[config.mk]
export PLATFORM = sky130hd
export DESIGN_NAME = afk_cordic
export DESIGN_NICKNAME = d
export VERILOG_FILES = /design/src/afk_pkg.sv /design/src/afk_cordic.sv
export SDC_FILE = /design/constraint.sdc
export NUM_CORES = 2
export LEC_CHECK = 0
export CORE_MARGIN = 5
export CORE_UTILIZATION = 45
export DETAILED_ROUTE_END_ITERATION = 6
export DONT_BUFFER_PORTS = 1
export SKIP_CTS_REPAIR_TIMING = 1
export SYNTH_ARGS = -nofsm -noshare
export SYNTH_HDL_FRONTEND = slang
export SYNTH_SLANG_ARGS = --single-unit
export TNS_END_PERCENT = 30
[constraint.sdc]
create_clock -name clk -period 10.64 [get_ports clk]
set_input_delay 1.064 -clock clk [delete_from_list [all_inputs] [get_ports clk]]
set_output_delay 1.064 -clock clk [all_outputs]
set_load 0.02 [all_outputs]
[src/afk_pkg.sv]
// Package for the arm forward kinematics unit: widths, limits, CORDIC constants,
// Q30 product helper. No dependencies.
`default_nettype none
package afk_pkg;
  localparam int ANG_W = 18;
  localparam int LEN_W = 20;
  localparam int Q_W = 34;
  localparam int CFG_IDX_W = 2;
  localparam int ATAN_N = 24;

  localparam logic signed [Q_W-1:0] HALF_PI_Q30 = 34'sd1686629713;
  localparam logic signed [Q_W+1:0] PI_Q30 = 36'sd3373259426;
  localparam logic signed [Q_W+1:0] TWO_PI_Q30 = 36'sd6746518852;
  localparam logic signed [Q_W-1:0] CORDIC_GAIN = 34'sd652032874;

  localparam logic [LEN_W-1:0] BASE_RST = 20'd20775;
  localparam logic [LEN_W-1:0] SHOULDER_RST = 20'd29491;
  localparam logic [LEN_W-1:0] ELBOW_RST = 20'd31457;
  localparam logic [LEN_W-1:0] WRIST_RST = 20'd4588;

  localparam logic [CFG_IDX_W-1:0] REG_BASE = 2'd0;
  localparam logic [CFG_IDX_W-1:0] REG_SHOULDER = 2'd1;
  localparam logic [CFG_IDX_W-1:0] REG_ELBOW = 2'd2;
  localparam logic [CFG_IDX_W-1:0] REG_WRIST = 2'd3;

  localparam logic [0:0] ST_OK = 1'b0;
  localparam logic [0:0] ST_BAD_ANGLE = 1'b1;

  typedef logic signed [Q_W-1:0] q30_t;
  typedef logic signed [ANG_W-1:0] ang_t;
  typedef logic [LEN_W-1:0] len_t;

  typedef struct packed {
    len_t base;
    len_t shoulder;
    len_t elbow;
    len_t wrist;
  } links_t;

  function automatic logic signed [ANG_W-1:0] limit_of(input int k);
    case (k)
      0: limit_of = 18'sd50613;
      1: limit_of = 18'sd26879;
      2: limit_of = 18'sd49756;
      3: limit_of = 18'sd39175;
      4: limit_of = 18'sd72918;
      5: limit_of = 18'sd47182;
      default: limit_of = 18'sd72918;
    endcase
  endfunction

  function automatic logic [31:0] atan_of(input int i);
    case (i)
      0: atan_of = 32'd843314856;  1: atan_of = 32'd497837829;
      2: atan_of = 32'd263043836;  3: atan_of = 32'd133525158;
      4: atan_of = 32'd67021686;   5: atan_of = 32'd33543515;
      6: atan_of = 32'd16775850;   7: atan_of = 32'd8388437;
      8: atan_of = 32'd4194282;    9: atan_of = 32'd2097149;
      10: atan_of = 32'd1048575;   11: atan_of = 32'd524287;
      12: atan_of = 32'd262143;    13: atan_of = 32'd131071;
      14: atan_of = 32'd65535;     15: atan_of = 32'd32767;
      16: atan_of = 32'd16383;     17: atan_of = 32'd8191;
      18: atan_of = 32'd4095;      19: atan_of = 32'd2047;
      20: atan_of = 32'd1023;      21: atan_of = 32'd511;
      22: atan_of = 32'd255;       default: atan_of = 32'd127;
    endcase
  endfunction

  // Q30 x Q30 -> Q30, round half up
  function automatic q30_t qmul(input q30_t a, input q30_t b);
    logic signed [2*Q_W-1:0] p;
    p = a * b + (68'sd1 <<< 29);
    qmul = Q_W'(p >>> 30);
  endfunction
endpackage
`default_nettype wire

[src/afk_cordic.sv]
// Pipelined CORDIC sine/cosine of one joint angle, one stage per register.
// Depends on afk_pkg.
`default_nettype none
module afk_cordic #(
  parameter int STAGES = 16
) (
  input  wire logic clk,
  input  wire logic en,
  input  wire logic signed [afk_pkg::ANG_W:0] ang,
  output afk_pkg::q30_t sin_o,
  output afk_pkg::q30_t cos_o
);
  import afk_pkg::*;
  localparam int N = (STAGES < ATAN_N) ? STAGES : ATAN_N;

  logic signed [Q_W+1:0] z0;
  logic signed [Q_W+1:0] zr;
  logic neg_nxt;
  q30_t x_r [N+1];
  q30_t y_r [N+1];
  logic signed [Q_W-1:0] z_r [N+1];
  logic neg_r [N+1];

  always_comb begin
    z0 = 36'(ang) <<< 16;
    zr = z0;
    if (zr > PI_Q30) zr = zr - TWO_PI_Q30;
    else if (zr < -PI_Q30) zr = zr + TWO_PI_Q30;
    neg_nxt = 1'b0;
    if (zr > 36'(HALF_PI_Q30)) begin
      zr = zr - PI_Q30;
      neg_nxt = 1'b1;
    end else if (zr < -36'(HALF_PI_Q30)) begin
      zr = zr + PI_Q30;
      neg_nxt = 1'b1;
    end
  end

  always_ff @(posedge clk) begin
    if (en) begin
      x_r[0] <= CORDIC_GAIN;
      y_r[0] <= '0;
      z_r[0] <= Q_W'(zr);
      neg_r[0] <= neg_nxt;
    end
  end

  for (genvar i = 0; i < N; i++) begin : g_stage
    localparam logic signed [Q_W-1:0] ATN = Q_W'(atan_of(i));
    always_ff @(posedge clk) begin
      if (en) begin
        if (z_r[i] >= 0) begin
          x_r[i+1] <= x_r[i] - (y_r[i] >>> i);
          y_r[i+1] <= y_r[i] + (x_r[i] >>> i);
          z_r[i+1] <= z_r[i] - ATN;
        end else begin
          x_r[i+1] <= x_r[i] + (y_r[i] >>> i);
          y_r[i+1] <= y_r[i] - (x_r[i] >>> i);
          z_r[i+1] <= z_r[i] + ATN;
        end
        neg_r[i+1] <= neg_r[i];
      end
    end
  end

  assign sin_o = neg_r[N] ? -y_r[N] : y_r[N];
  assign cos_o = neg_r[N] ? -x_r[N] : x_r[N];
endmodule
`default_nettype wire

# --- Word level (Yosys, flattened, before mapping) ---
# Memory sizes are Yosys's and may differ from the RTL's.
# Cells that the tools add are included.
op_classes:
  muxes: 154
  bitwise_logic: 48
  addsub: 101
  magnitude_cmp: 20
op_table:
  columns: ["cell", "count"]
  rows:
  - ["$mux 34", 52]
  - ["$ge 34x1->1 const B", 16]
  - ["$mux 1", 100]
  - ["$mux 36", 2]
  - ["$add 34x19->34", 2]
  - ["$add 34x20->34", 2]
  - ["$add 34x21->34", 2]
  - ["$add 34x22->34", 2]
  - ["$add 34x23->34", 2]
  - ["$add 34x24->34", 2]
  - ["$add 34x25->34", 2]
  - ["$add 34x26->34", 2]
  - ["$add 34x27->34", 2]
  - ["$add 34x28->34", 2]
  - ["$add 34x29->34", 2]
  - ["$add 34x30->34", 2]
  - ["$add 34x31->34", 2]
  - ["$add 34x32->34", 2]
  - ["$add 34x33->34", 2]
  - ["$neg 34->34", 2]
  - ["$sub 34x19->34", 2]
  - ["$sub 34x20->34", 2]
  - ["$sub 34x21->34", 2]
  - ["$sub 34x22->34", 2]
  - ["other kinds (54)", 113]
totals:
  regBits: 0
  inputBits: 21
  n_memories: 4
  wordCells: 327
  ram_bits: 1751
  output_inout_bits: 68
mem_list:
  columns: ["name", "depth", "word_bits", "rd", "rd_clocked_by_memory_dff", "write_ports", "line_no", "source"]
  rows:
  - ["x_r", 17, 34, 17, 0, 17, "afk_cordic.sv:19", "q30_t x_r [N+1];"]
  - ["y_r", 17, 34, 17, 0, 17, "afk_cordic.sv:20", "q30_t y_r [N+1];"]
  - ["z_r", 17, 34, 16, 0, 17, "afk_cordic.sv:21", "logic signed [Q_W-1:0] z_r [N+1];"]
  - ["neg_r", 17, 1, 17, 0, 17, "afk_cordic.sv:22", "logic neg_r [N+1];"]

# --- Longest topological paths before layout ---
logic_depth:
  depth_word: 6
  mapped_depth: 25
  ltp_nobuf: 25

# --- Worst setup path before layout ---
# OpenSTA, ideal clock, no wires.
synth_path:
  kind: "input port to flip-flop"
  start: "input port en"
  end: "memory y_r[10][33] in the netlist's numbering, data pin"
  arrival_time_ns: 5.773
  required_ns: 10.380
  stages: 19
  n_path_buf: 3
  setup_ns: 0.260
  slack_ns: 4.607
  path_cell_list: "clkbuf_1 -> nand2_1 -> inv_1 -> clkbuf_1 -> clkbuf_1 -> mux2i_1 -> ha_1 -> nor2b_1 -> o21a_1 -> o21a_1 -> a41oi_1 -> a31o_2 -> a21oi_1 -> a2111oi_0 -> a211oi_1 -> nor4_1 -> o21bai_1 -> a21oi_1 -> xnor2_1"
synth_lines:
  columns: ["element", "line_no", "source"]
  rows:
  - ["start, declared", "afk_cordic.sv:8", "input wire logic en,"]
  - ["end, declared", "afk_cordic.sv:20", null]

==> out/qor.yml <==
status:
  status: "finished, violations left"
  violations: "max-slew violations"
layout:
  fill_cells: 25562
  drive_gt1_frac: 0.0410
  synthToLayoutAreaGrowth_pct: 8.35
  final_nets: 14629
logic_synthesis:
  async_reset_ff_frac: 0
  syn_area_per_cell_um2: 9.66
  synth_edf_count: 1503
  yosysUniqueCellTypes: 98
  seq_area_frac_synth: 0.357
  ys_ff_latch: 1503
  synth-warning-count: 0
  synth_cells: 13097
  netlist_area_um2: 127000
  syn_nets: 14598
  ys.flop_type: "edfxtp_1"
clocking:
  worstSkewPairLatency_ns: 0.89
  htree_levels: 4
  cts_root_buffer: "clkbuf_16"
  cts_sinks: 1503
  cts_inserted_buffers: 187
  cts_max_path_buffers: 4
  clk_pin_slew_ns: 0.06
  cts_tree: "done"
global_routing:
  grt_pass1_vias: 96506
  antenna_found_initial: 1
  grt.overflow.total: 0
  grt_usage: 0.214
  grt_first_pass_wirelength_mm: 515
  grt_start_max_net_pins: 284
route:
  ant_nets: 0
  wl_mm: 324
  drc: 0
  wl_per_cell_um: 19.1
  wl_met3_mm: 10.3
  drtIter0Drc: 5439
  wl_met1_mm: 134
  top_layer: "met4"
  drtPass1Iterations: 6
  route.met2.wl_mm: 167
  vias: 97579
  viasPerCell: 5.74
die:
  start_util: 0.453
  die_x_um: 540
  rows: 194
  ios: 89
  die_area_um2: 292000
  core-area_um2: 280000
  die_h_um: 540
setup_path:
  critPathCaptureType: "register"
  cpMostUsedCell: "a21o_1"
  cp_slowest_cell: "buf_16"
  required_ns: 11.23
  critical_path_arrival_ns: 8.40
  crit_type: "in -> reg"
  worst-path-max-fanout: 252
  slowest_delay_ns: 0.79
  worst-path-buf-inv: 5
  start_kind: "input port"
  crit_family: "buffers and inverters"
  worstPathCellList: "buf_16 -> buf_16 -> buf_16 -> nand2_1 -> inv_2 -> buf_4 -> a21oi_1 -> xor2_1 -> ha_1 -> a21o_1 -> a21o_1 -> a21o_1 -> a21o_1 -> a211oi_1 -> o21bai_1 -> a2111oi_0 -> or4_1 -> nand4_1 -> a31o_2 -> a21oi_1 -> xnor2_1"
sta:
  finalHoldViolCount: 0
  max_freq_ghz: 0.128
  worst_slew_pin_slew_ns: 1.68
  fin_crit_ns: 7.81
  max_slew_margin: -0.122
  rsz0062_at_grt: "no"
  min_period_over_period: 0.734
  skew_ns: 0.0812
  final.setup.tns_ns: 0
  drv_slew: 118
  finalSetupViolCount: 0
placement:
  place.gp.congestion: 0.932
  dp.final_hpwl_mm: 258
  io_buffers: 0
run:
  cap_violations: 0
worst_hold_path:
  hp-class: "in -> reg"
-- logic make-up (layout without fill, tap and decap cells) --
kind of cell | after synthesis | after routing | share of synthesized area
AO/OA/AOI/OAI | 3895 | 3895 | 0.197
AND/OR/NAND/NOR | 3412 | 3412 | 0.131
XOR/XNOR | 1936 | 1936 | 0.134
flip-flops | 1503 | 1503 | 0.357
adder cells (fa/ha/maj) | 1480 | 1480 | 0.149
buffers and inverters | 763 | 945 | 0.0230
multiplexers | 108 | 108 | 0.00904
other | 0 | 2 | 0
-- worst paths after layout --
kind / startpoint / end / slack, ns / depth (start not counted)
max: en / x_r[14][32]$_DFFE_PP_ / 2.83 / 21
min: en / z_r[1][4]$_DFFE_PP_ / 0.30 / 0
max reg2reg: x_r[6][9]$_DFFE_PP_ / y_r[7][33]$_DFFE_PP_ / 3.91 / 19
min reg2reg: neg_r[0][6]$_DFFE_PP_ / neg_r[0][7]$_DFFE_PP_ / 0.40 / 0
-- layout by cell type (no fill, tap or decap), types with 188 or more instances in the layout --
cell type and instances:
o21a_1 193, o21ai_0 690, a21o_1 624, nand2b_1 225
xnor2_1 1341, nand3_1 233, nor2b_1 188, nand2_1 716
xor2_1 592, ha_1 1437, edfxtp_1 1503, nor3_1 346
a21oi_1 1270, clkbuf_16 188, nor2_1 1000, inv_1 535
-- cell usage after synthesis, drive strengths merged, types with 47 or more instances --
cell / count / share of area
nand2b: 225 / 0.011
and2: 55 / 0.0027
a21o: 624 / 0.037
a211oi: 111 / 0.0066
or4: 47 / 0.0028
mux2i: 58 / 0.0046
inv: 543 / 0.016
a21oi: 1272 / 0.050
ha: 1437 / 0.14
nor3: 346 / 0.014
nand3: 233 / 0.0092
nor2: 1002 / 0.030
mux2: 50 / 0.0044
nor2b: 188 / 0.0093
and3: 121 / 0.0060
o41ai: 78 / 0.0054
o21bai: 152 / 0.0090
o21ai: 695 / 0.027
or3: 135 / 0.0067
o31ai: 163 / 0.0097
edfxtp: 1503 / 0.36
xor2: 594 / 0.041
xnor2: 1342 / 0.093
nand4: 85 / 0.0042
nand2: 721 / 0.021
a21boi: 65 / 0.0039
or2: 66 / 0.0033
o21a: 193 / 0.011
a31oi: 106 / 0.0054
nor4: 77 / 0.0038
clkbuf: 169 / 0.0050
-- metrics by stage --
| stage | utilization | area [um^2] | setup slack [ns] | hold slack (ns) | cells |
|---|---|---|---|---|---|
| 2_1_floorplan | - | 127000 | 4.61 | 0.400 | 13097 |
| 3_3_place_gp | 0.468 | 131000 | 2.20 | 0.406 | 16662 |
| 3_5_place_dp | 0.468 | 131000 | 2.19 | 0.405 | 16662 |
| 4_1_cts | 0.490 | 137000 | 3.10 | 0.204 | 17002 |
| 5_1_grt | 0.490 | 137000 | 2.41 | 0.239 | 17005 |
| 6_report | 0.490 | 137000 | 2.83 | 0.296 | 17005 |
-- sequential cells by signal, indices dropped and copies added, names as in the netlist --
register	cells
neg_r	16
y_r	511
x_r	484
z_r	492
-- layer usage --
| layer | vias up | GRT usage |
|---|---|---|
| li1 | 48847 | - |
| met1 | 46090 | 0.248 |
| met2 | 1983 | 0.406 |
| met3 | 659 | 0.0196 |
| met4 | 0 | 0.0798 |
| met5 | - | 0 |
-- area by class of cell --
type | instances | area [um^2] | share of cell area
Clock buffer | 218 | 4820 | 0.0351
Inverter | 550 | 2060 | 0.0151
Antenna cell | 2 | 5.00 | 0.0000365
Sequential cell | 1503 | 45100 | 0.329
Tap cell | 3724 | 4660 | 0.0340
Clock inverter | 122 | 1360 | 0.00993
Multi-Input combinational cell | 10831 | 78500 | 0.573
Timing Repair Buffer | 55 | 553 | 0.00403
Power is left out: the tool's default activity adds up to more than one toggle a clock period on the data nets, which glitch-free logic cannot reach.
